<file path="config.mk">
export PLATFORM = sky130hd
export DESIGN_NAME = pneumatic_cylinder_supervisor
export DESIGN_NICKNAME = d
export VERILOG_FILES = /design/src/rtl/core/pcs_pkg.sv /design/src/rtl/core/pcs_cfg.sv /design/src/rtl/core/pcs_core.sv /design/src/rtl/core/pneumatic_cylinder_supervisor.sv
export SDC_FILE = /design/constraint.sdc
export NUM_CORES = 1
export LEC_CHECK = 0
export BUFFER_PORTS_ARGS = -buffer_cell sky130_fd_sc_hd__buf_2
export CORE_MARGIN = 2
export CORE_UTILIZATION = 50
export CTS_BUF_LIST = sky130_fd_sc_hd__clkbuf_8 sky130_fd_sc_hd__clkbuf_16
export CTS_CLUSTER_SIZE = 10
export DETAILED_ROUTE_END_ITERATION = 10
export PLACE_DENSITY_LB_ADDON = 0.08
export SYNTH_ARGS = -nofsm -noshare
export SYNTH_HDL_FRONTEND = slang
export SYNTH_SLANG_ARGS = --single-unit
</file>
<file path="constraint.sdc">
create_clock -name clk -period 5.7 [get_ports clk]
set_input_delay 1.14 -clock clk [delete_from_list [all_inputs] [get_ports clk]]
set_output_delay 1.14 -clock clk [all_outputs]
set_load 0.02 [all_outputs]
</file>
<file path="src/rtl/core/pcs_pkg.sv">
// ----------------------------------------------------------------------------
// pcs_pkg
// Types and codes shared by the cylinder supervisor modules.
// ----------------------------------------------------------------------------
package pcs_pkg;

	typedef enum logic [2:0] {
		OP_TICK  = 3'd0,
		OP_FWD   = 3'd1,
		OP_BWD   = 3'd2,
		OP_FREE  = 3'd3,
		OP_CLEAR = 3'd4
	} opcode_t;

	typedef enum logic [1:0] {
		DIR_NONE = 2'd0,
		DIR_FWD  = 2'd1,
		DIR_BWD  = 2'd2
	} dir_t;

	// drive codes for commands and the error action
	localparam logic [1:0] ACT_NONE = 2'd0;
	localparam logic [1:0] ACT_FWD  = 2'd1;
	localparam logic [1:0] ACT_BWD  = 2'd2;
	localparam logic [1:0] ACT_FREE = 2'd3;

	// register indexes
	localparam logic [2:0] REG_SOLENOID_PRESENT = 3'd0;
	localparam logic [2:0] REG_SENSOR_PRESENT   = 3'd1;
	localparam logic [2:0] REG_TIME_LIMIT       = 3'd2;
	localparam logic [2:0] REG_ERROR_ENABLE     = 3'd3;
	localparam logic [2:0] REG_ERROR_ACTION     = 3'd4;

	localparam int CFG_INDEX_W = 3;
	localparam int CFG_DATA_W  = 16;
	localparam int DELAY_W     = 16;

	typedef struct packed {
		logic [1:0]  solenoid_present;
		logic [1:0]  sensor_present;
		logic [15:0] time_limit;
		logic        error_enable;
		logic [1:0]  error_action;
	} cfg_t;

	typedef struct packed {
		logic [2:0]         opcode;
		logic               sensor_a;
		logic               sensor_b;
		logic [DELAY_W-1:0] delay_fwd;
		logic [DELAY_W-1:0] delay_bwd;
	} item_t;

	typedef struct packed {
		logic [1:0] position;
		logic       drive_a;
		logic       drive_b;
		logic       moving;
		logic       fault;
	} result_t;

endpackage

</file>
<file path="src/rtl/core/pcs_cfg.sv">
// ----------------------------------------------------------------------------
// pcs_cfg
// Configuration register file, written through a plain write port.
// ----------------------------------------------------------------------------
module pcs_cfg (
	input  logic                                clk,
	input  logic                                arst_n,
	input  logic                                cfg_wr_en,
	input  logic [pcs_pkg::CFG_INDEX_W-1:0]     cfg_index,
	input  logic [pcs_pkg::CFG_DATA_W-1:0]      cfg_data,
	output pcs_pkg::cfg_t                       cfg
);
	import pcs_pkg::*;

	cfg_t cfg_q;

	always_ff @(posedge clk or negedge arst_n) begin
		if (!arst_n) begin
			cfg_q.solenoid_present <= 2'd3;
			cfg_q.sensor_present   <= 2'd3;
			cfg_q.time_limit       <= 16'd5000;
			cfg_q.error_enable     <= 1'b0;
			cfg_q.error_action     <= ACT_NONE;
		end else if (cfg_wr_en) begin
			case (cfg_index)
				REG_SOLENOID_PRESENT: cfg_q.solenoid_present <= cfg_data[1:0];
				REG_SENSOR_PRESENT:   cfg_q.sensor_present   <= cfg_data[1:0];
				REG_TIME_LIMIT:       cfg_q.time_limit       <= cfg_data[15:0];
				REG_ERROR_ENABLE:     cfg_q.error_enable     <= cfg_data[0];
				REG_ERROR_ACTION:     cfg_q.error_action     <= cfg_data[1:0];
				default: ;
			endcase
		end
	end

	assign cfg = cfg_q;

endmodule

</file>
<file path="src/rtl/core/pcs_core.sv">
// ----------------------------------------------------------------------------
// pcs_core
// Cylinder state, timers and the per-item update; yields the result of an item.
// ----------------------------------------------------------------------------
module pcs_core #(
	parameter int TIMER_WIDTH = 16
) (
	input  logic             clk,
	input  logic             arst_n,
	input  logic             step,
	input  pcs_pkg::item_t   item,
	input  pcs_pkg::cfg_t    cfg,
	output pcs_pkg::result_t result
);
	import pcs_pkg::*;

	localparam int CMP_W = (TIMER_WIDTH > DELAY_W) ? TIMER_WIDTH : DELAY_W;

	logic                   drive_a_q, drive_b_q;
	logic [DELAY_W-1:0]     delay_fwd_q, delay_bwd_q, active_delay_q;
	dir_t                   out_dir_q, in_dir_q;
	logic [TIMER_WIDTH-1:0] settle_timer_q, fault_timer_q;
	logic                   moving_q, fault_q;

	logic                   drive_a_d, drive_b_d;
	logic [DELAY_W-1:0]     delay_fwd_d, delay_bwd_d, active_delay_d;
	dir_t                   out_dir_d, in_dir_d;
	logic [TIMER_WIDTH-1:0] settle_timer_d, fault_timer_d;
	logic                   moving_d, fault_d;
	logic                   oa, ob, ia, ib;
	logic                   settled;

	function automatic logic [1:0] apply_dir(input logic [1:0] act, input logic [1:0] sol,
			input logic a, input logic b);
		logic na, nb;
		na = a;
		nb = b;
		case (act)
			ACT_FWD:  begin na = 1'b1; nb = 1'b0; end
			ACT_BWD:  begin na = 1'b0; nb = 1'b1; end
			ACT_FREE: begin na = 1'b0; nb = 1'b0; end
			default: ;
		endcase
		return {sol[1] ? nb : b, sol[0] ? na : a};
	endfunction

	always_comb begin
		drive_a_d      = drive_a_q;
		drive_b_d      = drive_b_q;
		delay_fwd_d    = delay_fwd_q;
		delay_bwd_d    = delay_bwd_q;
		active_delay_d = active_delay_q;
		out_dir_d      = out_dir_q;
		in_dir_d       = in_dir_q;
		settle_timer_d = settle_timer_q;
		fault_timer_d  = fault_timer_q;
		moving_d       = moving_q;
		fault_d        = fault_q;
		oa = 1'b0;
		ob = 1'b0;
		ia = 1'b0;
		ib = 1'b0;

		case (item.opcode)
			OP_TICK: begin
				if (settle_timer_q != '1) settle_timer_d = settle_timer_q + 1'b1;
				if (fault_timer_q != '1)  fault_timer_d  = fault_timer_q + 1'b1;

				case (cfg.solenoid_present)
					2'd1:    begin oa = drive_a_q; ob = !drive_a_q; end
					2'd2:    begin ob = drive_b_q; oa = !drive_b_q; end
					2'd3:    begin oa = drive_a_q; ob = drive_b_q; end
					default: begin oa = 1'b0; ob = 1'b0; end
				endcase

				case (cfg.sensor_present)
					2'd1:    begin ia = item.sensor_a; ib = !item.sensor_a; end
					2'd2:    begin ib = item.sensor_b; ia = !item.sensor_b; end
					2'd3:    begin ia = item.sensor_a; ib = item.sensor_b; end
					default: begin ia = oa; ib = ob; end
				endcase

				if (ia && !ib)      in_dir_d = DIR_FWD;
				else if (!ia && ib) in_dir_d = DIR_BWD;
				else                in_dir_d = DIR_NONE;

				if ((oa && !ob) || (oa == ob && ia && !ib))      out_dir_d = DIR_FWD;
				else if ((!oa && ob) || (oa == ob && !ia && ib)) out_dir_d = DIR_BWD;
				else                                             out_dir_d = DIR_NONE;

				if (out_dir_d != out_dir_q) begin
					if (out_dir_d != DIR_NONE) moving_d = 1'b1;
					active_delay_d = (out_dir_d == DIR_FWD) ? delay_fwd_q : delay_bwd_q;
					settle_timer_d = '0;
					fault_timer_d  = '0;
				end

				if (in_dir_d == out_dir_d && out_dir_d != DIR_NONE &&
						CMP_W'(settle_timer_d) >= CMP_W'(active_delay_d)) begin
					moving_d      = 1'b0;
					fault_timer_d = '0;
				end

				if (cfg.error_enable && cfg.sensor_present != 2'd0 &&
						CMP_W'(fault_timer_d) >= CMP_W'(cfg.time_limit)) begin
					moving_d = 1'b0;
					if (!fault_q)
						{drive_b_d, drive_a_d} = apply_dir(cfg.error_action,
							cfg.solenoid_present, drive_a_q, drive_b_q);
					fault_d = 1'b1;
				end
			end
			OP_FWD, OP_BWD: begin
				delay_fwd_d = item.delay_fwd;
				delay_bwd_d = item.delay_bwd;
				{drive_b_d, drive_a_d} = apply_dir(item.opcode[1:0], cfg.solenoid_present,
					drive_a_q, drive_b_q);
			end
			OP_FREE: begin
				{drive_b_d, drive_a_d} = apply_dir(ACT_FREE, cfg.solenoid_present,
					drive_a_q, drive_b_q);
			end
			OP_CLEAR: begin
				fault_d       = 1'b0;
				fault_timer_d = '0;
			end
			default: ;
		endcase

		settled = in_dir_d == out_dir_d && out_dir_d != DIR_NONE &&
			CMP_W'(settle_timer_d) >= CMP_W'(active_delay_d);

		result.position = settled ? out_dir_d : DIR_NONE;
		result.drive_a  = cfg.solenoid_present[0] & drive_a_d;
		result.drive_b  = cfg.solenoid_present[1] & drive_b_d;
		result.moving   = moving_d;
		result.fault    = fault_d;
	end

	always_ff @(posedge clk or negedge arst_n) begin
		if (!arst_n) begin
			drive_a_q      <= 1'b0;
			drive_b_q      <= 1'b0;
			delay_fwd_q    <= '0;
			delay_bwd_q    <= '0;
			active_delay_q <= '0;
			out_dir_q      <= DIR_NONE;
			in_dir_q       <= DIR_NONE;
			settle_timer_q <= '0;
			fault_timer_q  <= '0;
			moving_q       <= 1'b0;
			fault_q        <= 1'b0;
		end else if (step) begin
			drive_a_q      <= drive_a_d;
			drive_b_q      <= drive_b_d;
			delay_fwd_q    <= delay_fwd_d;
			delay_bwd_q    <= delay_bwd_d;
			active_delay_q <= active_delay_d;
			out_dir_q      <= out_dir_d;
			in_dir_q       <= in_dir_d;
			settle_timer_q <= settle_timer_d;
			fault_timer_q  <= fault_timer_d;
			moving_q       <= moving_d;
			fault_q        <= fault_d;
		end
	end

endmodule

</file>
<file path="src/rtl/core/pneumatic_cylinder_supervisor.sv">
// ----------------------------------------------------------------------------
// pneumatic_cylinder_supervisor
// Supervisor for one double-acting cylinder: drives, settle and timeout logic.
// ----------------------------------------------------------------------------
//  channel   direction  handshake          contents
//  s_*       in         s_tvalid/s_tready  tick, drive and clear-error items
//  m_*       out        m_tvalid/m_tready  one result item per input item
//  cfg_*     in         cfg_wr_en          register writes, no read-back
//
//  an item is registered on acceptance and then updated into the result register
//  when the result side can take it, so one item per clock is sustained while m_tready is high
//  the combinational state update in pcs_core sets the rate
//  reset clears the handshake state, the cylinder state and the configuration registers
//  a stalled result holds the update stage; one item waits in the input register
// ----------------------------------------------------------------------------
module pneumatic_cylinder_supervisor #(
	parameter int TIMER_WIDTH = 16
) (
	input  logic                            clk,
	input  logic                            arst_n,
	input  logic                            s_tvalid,
	output logic                            s_tready,
	input  logic [39:0]                     s_tdata,  // sensor_a, sensor_b, delay_fwd, delay_bwd
	input  logic [2:0]                      s_tuser,  // opcode
	output logic                            m_tvalid,
	input  logic                            m_tready,
	output logic [7:0]                      m_tdata,  // position, drive_a, drive_b, moving, fault
	input  logic                            cfg_wr_en,
	input  logic [pcs_pkg::CFG_INDEX_W-1:0] cfg_index,
	input  logic [pcs_pkg::CFG_DATA_W-1:0]  cfg_data
);
	import pcs_pkg::*;

	cfg_t    cfg;
	item_t   item_s1;
	logic    valid_s1;
	result_t result;
	result_t result_q;
	logic    valid_q;
	logic    step;

	assign step     = valid_s1 && (!valid_q || m_tready);
	assign s_tready = !valid_s1 || step;

	always_ff @(posedge clk or negedge arst_n) begin
		if (!arst_n) begin
			valid_s1 <= 1'b0;
		end else if (s_tready) begin
			valid_s1 <= s_tvalid;
		end
	end

	always_ff @(posedge clk) begin
		if (s_tready && s_tvalid) begin
			item_s1.opcode    <= s_tuser;
			item_s1.sensor_a  <= s_tdata[0];
			item_s1.sensor_b  <= s_tdata[1];
			item_s1.delay_fwd <= s_tdata[17:2];
			item_s1.delay_bwd <= s_tdata[33:18];
		end
	end

	always_ff @(posedge clk or negedge arst_n) begin
		if (!arst_n) begin
			valid_q <= 1'b0;
		end else if (step) begin
			valid_q <= 1'b1;
		end else if (m_tready) begin
			valid_q <= 1'b0;
		end
	end

	always_ff @(posedge clk) begin
		if (step) begin
			result_q <= result;
		end
	end

	pcs_cfg u_cfg (
		.clk       (clk),
		.arst_n    (arst_n),
		.cfg_wr_en (cfg_wr_en),
		.cfg_index (cfg_index),
		.cfg_data  (cfg_data),
		.cfg       (cfg)
	);

	pcs_core #(
		.TIMER_WIDTH (TIMER_WIDTH)
	) u_core (
		.clk    (clk),
		.arst_n (arst_n),
		.step   (step),
		.item   (item_s1),
		.cfg    (cfg),
		.result (result)
	);

	assign m_tvalid = valid_q;
	assign m_tdata  = {2'b00, result_q.fault, result_q.moving, result_q.drive_b,
		result_q.drive_a, result_q.position};

endmodule

</file>
# == After elaboration in Yosys (flattened, before gate mapping) ==
# Cells that the tools add are included.
# word_totals
ff_bits,156
input_bits,67
out_inout_bits,10
elab_cells,169
# op_classes
add_sub_neg,2
magnitude_cmp,3
eq_ne,27
mux,54
n_bitwise,2
reduce_logical,53
# ops
operator,n
$mux W16,12
$ge A16 B16 Y1,3
$add A16 B1 Y16 const B,2
$ne A16 B16 Y1 const B,2
$pmux W16 S2,1
$mux W1,22
$pmux W1 S2,9
$reduce_or A2 Y1,9
$eq A2 B2 Y1 const B,8
$logic_and A1 B1 Y1,16
$mux W2,8
$reduce_and A2 Y1,7
$eq A3 B2 Y1 const B,4
$eq A2 B1 Y1 const B,5
$logic_not A1 Y1,10
$reduce_bool A2 Y1,5
$eq A3 B1 Y1 const B,2
$eq A3 B3 Y1 const B,2
$logic_not A3 Y1,2
$pmux W1 S3,2
$eq A2 B2 Y1,2
$logic_or A1 B1 Y1,4
$and A1 B1 Y1,2
$ne A2 B2 Y1,1
$eq A1 B1 Y1,1

# == Depth between registers and ports, before layout ==
# Gate-level depths: netlist of the first run.
# depth
ltp_word,26
mapped_depth,31
depth_no_buf,27

# == Hierarchy ==
# From an unflattened synthesis of the first run, not the netlist that was laid out.
# hier_totals
cells_unflattened,822
area_unflattened_um2,9041.2
# by_module_without_submodules
mod,instances,cells_per_inst,area_per_inst_um2,seq_area_each_um2
pcs_core,1,715,6657.6,2202.1
pneumatic_cylinder_supervisor,1,54,1413.9,1341.3
pcs_cfg,1,53,969.7,586.8

# == Least setup slack after synthesis of the first run ==
# Ideal clock, no wire load.
# synth_path
kind,register to register
start,register u_cfg.cfg_q (netlist bit u_cfg.cfg[22])
end,"register result_q (netlist bit m_tdata[2]), data pin"
setup_ns,0.276
arrival_time_ns,5.818
t_required_ns,5.424
path_slack_ns,-0.394
stages_incl_launch_ff,30
path_buffers,4
period_less_slack_ns,6.094
path_cell_list,dfstp_2 -> nor3b_2 -> a21oi_1 -> ha_1 -> o41ai_1 -> nor2_1 -> nor2_1 -> o31a_1 -> buf_6 -> clkbuf_1 -> buf_2 -> nor2_1 -> ha_1 -> a21oi_1 -> o21ai_0 -> a221oi_1 -> o211a_1 -> a21oi_4 -> or2_0 -> buf_2 -> a21oi_1 -> ha_1 -> a21o_1 -> a21o_1 -> a221oi_1 -> o21ai_0 -> o221ai_1 -> nor4b_1 -> a311oi_1 -> a2111oi_0
# synth_lines
item,line_no,text
start: declaration,pcs_cfg.sv:15,cfg_t cfg_q;
end signal: assignment,pneumatic_cylinder_supervisor.sv:75,result_q <= result;
end: declaration,pneumatic_cylinder_supervisor.sv:38,result_t result_q;

==> results.py, run 1 <==
metrics = {
    "setup_path": {
        "slowest_delay_ns": 0.58,
        "crit_fanout": 8,
        "path_buf_inv": 4,
        "worstSetupStartpointType": "register",
        "crit_required_ns": 5.88,
        "path_delay_family": "compound AO/OA/AOI/OAI gates",
        "cp_slowest_cell": "dfstp_2",
        "path_class": "reg2reg",
        "critPathCaptureType": "register",
        "critPathArrivalTime_ns": 6.20,
    },
    "timing": {
        "max_clock_freq_mhz": 166,
        "hold_viol": 0,
        "relSlewSlack_pct": 38.2,
        "finalCritPeriodShare_pct": 106,
        "rsz0062_at_grt": "yes",
        "worst_pin_slew_ns": 0.928,
        "finalCriticalPeriod_ns": 6.03,
        "timing.hold.ws_ns": 0.474,
        "tns_ns": -1.34,
        "slew_violations": 0,
        "final-setup-viol-count": 8,
        "final.setup.worst_slack_ns": -0.329,
        "finClkSkew_ns": 0.0142,
    },
    "yosys": {
        "synthTopCellsByCount": "104 x dfrtp_1, 98 x a21oi_1, 85 x nor2_1",
        "synth_area_leaders": "dfrtp_1 29%, edfxtp_1 14%, ha_1 7.3%, a21oi_1 5.5%, mux2_2 4.8%",
        "ys_types": 72,
        "async_reset_ff_share_pct": 72.4,
        "synth-seq-cells": 156,
        "syn_area_per_cell_sq_um": 9.64,
        "synth_edf_count": 43,
        "synth_top_cell_by_area": "dfrtp_1",
        "syn_inst": 926,
        "yosys_warnings": 0,
        "netlist.area_leader.share_pct": 29.1,
        "yosysSeqAreaShare_pct": 46.3,
        "yosysMostFrequentCell": "dfrtp_1",
        "synth_area_sq_um": 8930,
        "ys_dominant_reg_cell": "dfrtp_1",
    },
    "drt": {
        "wl_um": 21900,
        "wl_per_cell_um": 16.6,
        "drc": 0,
        "dr.pass1.iters": 5,
        "vias": 7415,
        "ant_nets": 0,
        "vias_per_cell": 5.61,
        "drtIter0Drc": 496,
    },
    "cts": {
        "cts_buffer_depth": 2,
        "cts_tree": "yes",
        "clockRootBuffer": "clkbuf_16",
        "clkSlewWorstSetupHoldPaths_ns": 0.08,
        "htree_levels": 4,
        "numCtsBuffers": 17,
        "cts_sinks": 156,
        "clock_latency_ns": 0.44,
    },
    "status": {
        "violations": "negative setup slack",
        "status": "finished, violations left",
    },
    "floorplanning": {
        "start_util_pct": 51.4,
        "io_pins": 77,
        "fp.coreArea_sq_um": 17400,
        "die_w_um": 138,
        "rows": 48,
        "die_h_um": 138,
        "die-area_sq_um": 18900,
    },
    "layout": {
        "drive_gt1_share_pct": 30.7,
        "area_growth_pct": 27.4,
        "final_cells": 1321,
        "n_antenna_cell": 0,
        "final_nets": 1202,
        "final_area_sq_um": 11400,
    },
    "power_and_ir_drop": {
        "p_leak_nw": 4.91,
        "p_comb_share_pct": 44.9,
        "clockPowerShare_pct": 23.9,
        "internal-power_mw": 3.10,
        "ir_worst_vdd_uv": 330,
        "seqPwrFrac_pct": 31.2,
        "power_density_nw_per_um2": 433,
        "swShare_pct": 37.1,
        "switchingPower_mw": 1.83,
    },
    "placed_design": {
        "post-place-ws_ns": -0.719,
        "place.gp.congestion": 0.870,
        "place_inst": 1268,
        "port_buffers": 68,
        "placed_area_sq_um": 10100,
        "dpl.hpwl_um": 14900,
    },
    "global_routing": {
        "grt_util_all_layers_pct": 24.3,
        "grt_pass1_vias": 7095,
        "overflow": 0,
        "grt_pass1_wl_um": 35700,
        "grt_start_max_net_pins": 68,
        "antenna_found_initial": 0,
    },
    "worst_hold_path": {
        "hold_path_class": "reg2reg",
    },
    "run": {
        "cap_viol_max_count": 0,
    },
}
-- layout make-up --
type                       instances  area (sq um)
clock buffer                      17           425
clock inverter                    15           216
multi-input combinational        692          4850
fill                            1388          5980
inverter                          31           116
tap                              225           282
sequential                       156          4130
timing repair buffer             185          1360
-- through the flow --
stage | power, mW | utilization [%]
6_report | 4.93 | 65.6
5_1_grt | 5.26 | 65.6
4_1_cts | 4.85 | 64.5
3_5_place_dp | 3.33 | 58.3
3_3_place_gp | 3.29 | 58.3
2_1_floorplan | 2.66 | -
-- state kept, by name, indices dropped and copies added (netlist names), 2 cells and up --
register and flops:
u_core.in_dir_q 2, u_cfg.cfg 23, u_core.fault_timer_q 16, item_s1 37, u_core.delay_fwd_q 16, u_core.settle_timer_q 16, u_core.out_dir_q 2, m_tdata 6
u_core.delay_bwd_q 16, u_core.active_delay_q 16
-- power by group through the flow --
stage	Combinational [mW]	Sequential (mW)	Clock, mW
global placement	1.75	1.54	0
global route	2.43	1.57	1.25
CTS	2.11	1.53	1.20
finish	2.21	1.54	1.18
detailed placement	1.78	1.55	0
floorplan	1.15	1.51	0
-- worst paths after layout --
path                                            end  slack, ns     startpoint  cells past startpoint
max in group asynchronous  u_core.active_delay_q[6]       3.69         arst_n                      2
min in group asynchronous   u_core.fault_timer_q[2]       0.84         arst_n                      1
hold / removal                u_core.delay_fwd_q[1]       0.47    item_s1[17]                      1
hold reg to reg               u_core.delay_fwd_q[1]       0.47    item_s1[17]                      1
setup / recovery                         m_tdata[2]      -0.33  u_cfg.cfg[22]                     28
setup reg to reg                         m_tdata[2]      -0.33  u_cfg.cfg[22]                     28
-- logic make-up after synthesis --
| group | synth area share (%) |
|---|---|
| adder cells (fa/ha/maj) | 7.29 |
| AND/OR/NAND/NOR | 15.4 |
| XOR/XNOR | 1.77 |
| AO/OA/AOI/OAI | 18.4 |
| other | 0.0420 |
| multiplexers | 6.92 |
| flip-flops | 46.3 |
| buffers and inverters | 3.90 |
-- cells in the final DEF, fill, tap and decap left out, types with 5 or more instances in the layout --
cell / count
xnor2_1: 9
clkinv_8: 10
dfrtp_1: 104
mux2i_1: 18
a21o_1: 12
nand2b_1: 9
nor3_1: 25
and2_1: 6
nand2_1: 80
clkbuf_16: 17
a22o_1: 11
inv_1: 31
edfxtp_1: 43
o21ai_0: 77
mux2_2: 38
a31oi_1: 14
nor2_4: 5
buf_12: 7
a21oi_1: 83
nor2_2: 8
buf_2: 67
nor2b_1: 7
nand4_1: 12
ha_1: 46
ha_4: 6
nor2_1: 72
o22ai_1: 5
nand3_1: 26
buf_6: 5
dfstp_2: 9
a21oi_2: 15
xor2_1: 9
buf_4: 102
and3_1: 13
-- layer usage --
metal	vias to the layer above	track usage [%]	wire length [um]
li1	3686	-	-
met1	3526	36.0	10800
met2	182	36.9	9800
met3	21	4.42	971
met4	0	5.96	263
met5	-	0	0
-- repair_timing --
action	in CTS	in global routing
gates cloned	2	0
setup endpoints to repair	8	8
setup buffers	14	6
pin swaps	33	29
gates resized for setup	60	29
hold buffers	0	0
Note: power is estimated with default switching activity, not from simulation.
==> inputs of run 2 (changes only) <==
Settings changed: RECOVER_POWER from default to 100.
==> run 2 against run 1 <==
The flow finishes with violations (max-capacitance violations, max-slew violations, negative setup slack); sequential power is essentially flat; core utilization shrank 0.17 points; flip-flop and latch count is the same; combinational power is essentially flat; clock power is essentially flat; total power is essentially flat.
==> results.py, run 2 (same netlist as run 1, synthesis figures left out) <==
metrics = {
    "layout": {
        "top_register": "item_s1",
        "drive_gt1_share_pct": 29.5,
        "area_growth_pct": 27.1,
        "n_antenna_cell": 0,
        "final_common_cell": "dfrtp_1",
        "largest_register_ffs": 37,
        "nFillCells": 1397,
        "final_nets": 1202,
        "layout_common_cells": "104 x dfrtp_1, 98 x buf_4, 83 x a21oi_1",
        "final_area_sq_um": 11300,
    },
    "drt": {
        "drtIter0Drc": 493,
        "drc": 0,
        "vias": 7402,
        "vias_per_cell": 5.60,
        "wl_um": 21900,
        "ant_nets": 0,
        "wl_per_cell_um": 16.6,
        "dr.pass1.iters": 5,
    },
    "floorplanning": {
        "io_pins": 77,
        "die_h_um": 138,
        "start_util_pct": 51.4,
        "die_w_um": 138,
        "die-area_sq_um": 18900,
        "rows": 48,
        "fp.coreArea_sq_um": 17400,
    },
    "setup_path": {
        "critPathArrivalTime_ns": 6.20,
        "crit_required_ns": 5.88,
        "crit_fanout": 8,
        "critPathCaptureType": "register",
        "reg2reg_depth": 28,
        "worstSetupStartpointType": "register",
        "r2r-start": "u_cfg.cfg[22]",
        "rrSetupSlack_ns": -0.32,
        "cp-startpoint": "u_cfg.cfg[22]",
        "path_class": "reg2reg",
        "slowest_delay_ns": 0.58,
        "rr_endpoint": "m_tdata[2]",
        "cp_slowest_cell": "dfstp_2",
        "crit_path_end": "m_tdata[2]",
    },
    "timing": {
        "relSlewSlack_pct": -151,
        "max_clock_freq_mhz": 166,
        "final-setup-viol-count": 8,
        "slew_violations": 139,
        "finalCriticalPeriod_ns": 6.02,
        "finClkSkew_ns": 0.0142,
        "worst_pin_slew_ns": 3.76,
        "hold_viol": 0,
        "final.setup.worst_slack_ns": -0.324,
        "rsz0062_at_grt": "yes",
        "finalCritPeriodShare_pct": 106,
        "tns_ns": -1.29,
    },
    "cts": {
        "numCtsBuffers": 17,
        "clkSlewWorstSetupHoldPaths_ns": 0.08,
        "cts_sinks": 156,
        "cts_buffer_depth": 2,
        "htree_levels": 4,
        "clockRootBuffer": "clkbuf_16",
        "cts_tree": "yes",
        "clock_latency_ns": 0.44,
    },
    "global_routing": {
        "grt_util_all_layers_pct": 24.3,
        "grt_start_max_net_pins": 68,
        "overflow": 0,
        "grt_pass1_wl_um": 35700,
        "grt_pass1_vias": 7095,
        "antenna_found_initial": 0,
    },
    "run": {
        "cap_viol_max_count": 3,
    },
    "power_and_ir_drop": {
        "ir_worst_vdd_uv": 329,
        "power_density_nw_per_um2": 434,
        "p_leak_nw": 4.87,
    },
    "placed_design": {
        "place.gp.congestion": 0.870,
        "dpl.hpwl_um": 14900,
        "port_buffers": 68,
        "placed_area_sq_um": 10100,
    },
    "status": {
        "violations": "max-capacitance violations, max-slew violations, negative setup slack",
        "status": "finished, violations left",
    },
    "worst_hold_path": {
        "hold_path_class": "reg2reg",
    },
}
[run 2: cell types whose count changed in the layout (fill, tap and decap cells not counted)]
cell,change
buf_4,-4
nor3_1,+1
clkbuf_1,+12
buf_2,-9
nor3_2,-1
clkbuf_2,+1
[run 2: how the worst min path moves through the flow]
stage,start,to,slack [ns],cells after the start
after floorplan,item_s1[29],u_core.delay_fwd_q[13],0.45,1
after global placement,item_s1[10],u_core.delay_bwd_q[10],0.46,1
after CTS,item_s1[8],u_core.delay_bwd_q[8],0.48,1
after global routing,item_s1[5],u_core.delay_bwd_q[5],0.49,1
final,item_s1[8],u_core.delay_bwd_q[8],0.47,1
after detailed placement,item_s1[20],u_core.delay_fwd_q[4],0.46,1
[run 2: worst max-delay path, delay by kind of cell, from the launching register on]
family	cells	cell delay (ns)
adders and majority gates	2	0.53
and+or+nand+nor	10	1.70
DFF	1	0.58
AOI/OAI and AO/OA	12	2.34
buffers and inverters	4	0.61
[run 2: cell type report]
class	instances	area, sq um	area share (%)
multi-input combinational	692	4850	42.7
sequential	156	4130	36.4
timing repair buffer	185	1330	11.7
clock buffer	17	425	3.75
tap	225	282	2.48
clock inverter	15	216	1.91
inverter	31	116	1.03
[run 2: power breakdown]
group | switching [mW] | internal (mW)
Clock | 0.572 | 0.605
Sequential | 0.161 | 1.38
Combinational | 1.10 | 1.11
Total | 1.83 | 3.09
[run 2: what timing repair did]
action	4_1_cts	5_1_grt
setup buffers	14	6
setup endpoints to repair	8	8
hold endpoints to repair	0	0
pin swaps	33	29
cloned	2	0
hold buffers	0	0
resized for setup	60	29
[run 2: per-stage QoR]
step	worst slack, ns	power (mW)	hold slack, ns	instances	util (%)
6_report	-0.324	4.92	0.475	1321	65.4
5_1_grt	-0.535	5.25	0.487	1321	65.4
4_1_cts	-0.185	4.85	0.477	1316	64.5
3_5_place_dp	-0.719	3.33	0.464	1268	58.3
3_3_place_gp	-0.544	3.29	0.456	1268	58.3
2_1_floorplan	0.00934	2.66	0.454	927	-
[run 2: per-layer routing]
layer  global-route usage, %  up-vias  routed length (um)
met1                    36.0     3512               10800
met3                    4.42       21                 979
met2                    36.9      183                9800
met5                       0        -                   0
li1                        -     3686                   -
met4                    5.96        0                 264
==> inputs of run 3 (changes only) <==
Settings changed: GPL_TIMING_DRIVEN from default to 0.
==> run 3 against run 2 <==
Routed wire length rose by 7.3%; critical endpoint unchanged; largest power group unchanged; via count rose by 2.2%; global-route usage rose by 1.6 points; the flow still finishes with violations (max-capacitance violations, max-slew violations, negative setup slack); critical path type unchanged.
==> results.py, run 3 (same netlist as run 1, synthesis figures left out) <==
metrics = {
    "status": {
        "status": "finished, violations left",
        "violations": "max-capacitance violations, max-slew violations, negative setup slack",
    },
    "placed_design": {
        "place_inst": 1221,
        "dpl.hpwl_um": 16000,
        "place.gp.congestion": 0.917,
        "port_buffers": 68,
    },
    "layout": {
        "layout_common_cells": "103 x dfrtp_1, 83 x a21oi_1, 77 x nand2_1",
        "fin_util_pct": 64.2,
        "top_register": "item_s1",
        "n_antenna_cell": 0,
        "largest_register_ffs": 37,
        "final_common_cell": "dfrtp_1",
        "final_nets": 1176,
        "drive_gt1_share_pct": 26.4,
        "area_growth_pct": 24.8,
        "final_cells": 1295,
    },
    "setup_path": {
        "path_class": "reg2reg",
        "slowest_delay_ns": 0.58,
        "r2r-start": "u_cfg.cfg[22]",
        "crit_fanout": 6,
        "cp_slowest_cell": "dfstp_2",
        "worstSetupStartpointType": "register",
        "rrSetupSlack_ns": -0.38,
        "critPathCaptureType": "register",
        "cp_common_cell": "nor2_2",
        "rr_endpoint": "m_tdata[2]",
        "reg2reg_depth": 29,
        "critPathArrivalTime_ns": 6.26,
        "crit_required_ns": 5.88,
    },
    "global_routing": {
        "grtUsageMet1_pct": 37.3,
        "gr-max-usage-layer": "met2",
        "grt_pass1_vias": 7323,
        "antenna_found_initial": 0,
        "grtUsageMet2_pct": 39.7,
        "grt_pass1_wl_um": 37600,
        "grt_start_max_net_pins": 88,
        "overflow": 0,
        "grt_util_all_layers_pct": 25.9,
        "groute.layer.met3.usage_pct": 4.30,
    },
    "timing": {
        "hold_viol": 0,
        "relSlewSlack_pct": -45.8,
        "timing.hold.ws_ns": 0.480,
        "final-setup-viol-count": 8,
        "finalCritPeriodShare_pct": 107,
        "finClkSkew_ns": 0.0194,
        "final.setup.worst_slack_ns": -0.384,
        "slew_violations": 154,
        "rsz0062_at_grt": "yes",
        "finalCriticalPeriod_ns": 6.08,
        "max_clock_freq_mhz": 164,
        "worst_pin_slew_ns": 2.19,
    },
    "floorplanning": {
        "fp.coreArea_sq_um": 17400,
        "io_pins": 77,
        "die-area_sq_um": 18900,
        "rows": 48,
        "die_h_um": 138,
        "start_util_pct": 51.4,
        "die_w_um": 138,
    },
    "drt": {
        "vias": 7563,
        "dr.pass1.iters": 8,
        "drtIter0Drc": 691,
        "vias_per_cell": 5.84,
        "wl_per_cell_um": 18.1,
        "drc": 0,
        "wl_um": 23500,
        "ant_nets": 0,
    },
    "worst_hold_path": {
        "min_path_cells": 1,
        "hold_end": "u_core.delay_fwd_q[1]",
        "worstHoldStart": "item_s1[17]",
        "hold_path_class": "reg2reg",
    },
    "cts": {
        "cts_tree": "yes",
        "cts.hold.buffers_added": 0,
        "cts_buffer_depth": 2,
        "clkSlewWorstSetupHoldPaths_ns": 0.08,
        "numCtsBuffers": 17,
        "clockRootBuffer": "clkbuf_16",
        "clock_latency_ns": 0.45,
        "htree_levels": 4,
        "cts_sinks": 156,
    },
    "power_and_ir_drop": {
        "p_leak_nw": 4.67,
        "power_density_nw_per_um2": 434,
        "ir_worst_vdd_uv": 316,
        "p_total_mw": 4.84,
    },
    "run": {
        "cap_viol_max_count": 3,
    },
}
## run 3: cell types whose count changed in the layout (fill, tap and decap cells not counted), sizes merged
cell | previous run | this run
buf | 172 | 118
clkbuf | 30 | 58
## run 3: per-layer routing
metal | routed length [um] | up-vias | share of wire (%)
met5 | 0 | - | 0
met4 | 332 | 0 | 1.4
met3 | 1120 | 26 | 4.7
met2 | 10900 | 228 | 46
met1 | 11200 | 3666 | 48
li1 | - | 3643 | -
## run 3: critical path, delay by kind of cell, from the launching register on
kind	cells	cell delay, ns
adder cells (fa/ha/maj)	2	0.49
buffers and inverters	5	0.77
flip-flops	1	0.58
AO/OA/AOI/OAI	11	2.21
AND/OR/NAND/NOR	11	1.78
## run 3: worst max-delay path by stage
stage,start,to,slack (ns),depth (start not counted)
5_1_grt,u_cfg.cfg[21],m_tdata[2],-0.59,29
4_1_cts,u_cfg.cfg[22],m_tdata[2],-0.42,29
2_1_floorplan,u_cfg.cfg[22],m_tdata[2],0.009,29
3_3_place_gp,u_cfg.cfg[22],m_tdata[2],-1.25,28
6_report,u_cfg.cfg[22],m_tdata[2],-0.38,29
3_5_place_dp,u_cfg.cfg[22],m_tdata[2],-1.22,28
## run 3: through the flow
step                setup TNS, ns  worst slack, ns  cell area (sq um)
finish                      -2.11           -0.384              11100
global route                -3.80           -0.593              11100
CTS                         -2.30           -0.416              11000
detailed placement          -6.80            -1.22               9640
global placement            -6.88            -1.25               9600
floorplan                       0          0.00934               8980
## run 3: layout make-up
class | count | area, sq um
fill | 1380 | 6210
inverter | 31 | 116
buffer | 47 | 314
clock inverter | 15 | 216
sequential | 156 | 4130
tap | 225 | 282
clock buffer | 17 | 425
timing repair buffer | 112 | 719
multi-input combinational | 692 | 4940
## run 3: where the power goes
group          total, mW  internal, mW  leakage, nW  switching [mW]
Sequential          1.53          1.38         1.82           0.155
Clock               1.18         0.605        0.305           0.575
Combinational       2.13         0.967         2.54            1.16
## run 3: repair_timing
action | CTS | global route
endpoints found under the setup margin | 8 | 8
resized for setup | 77 | 44
cloned | 2 | 3
buffers inserted | 36 | 4
pin swaps | 47 | 26
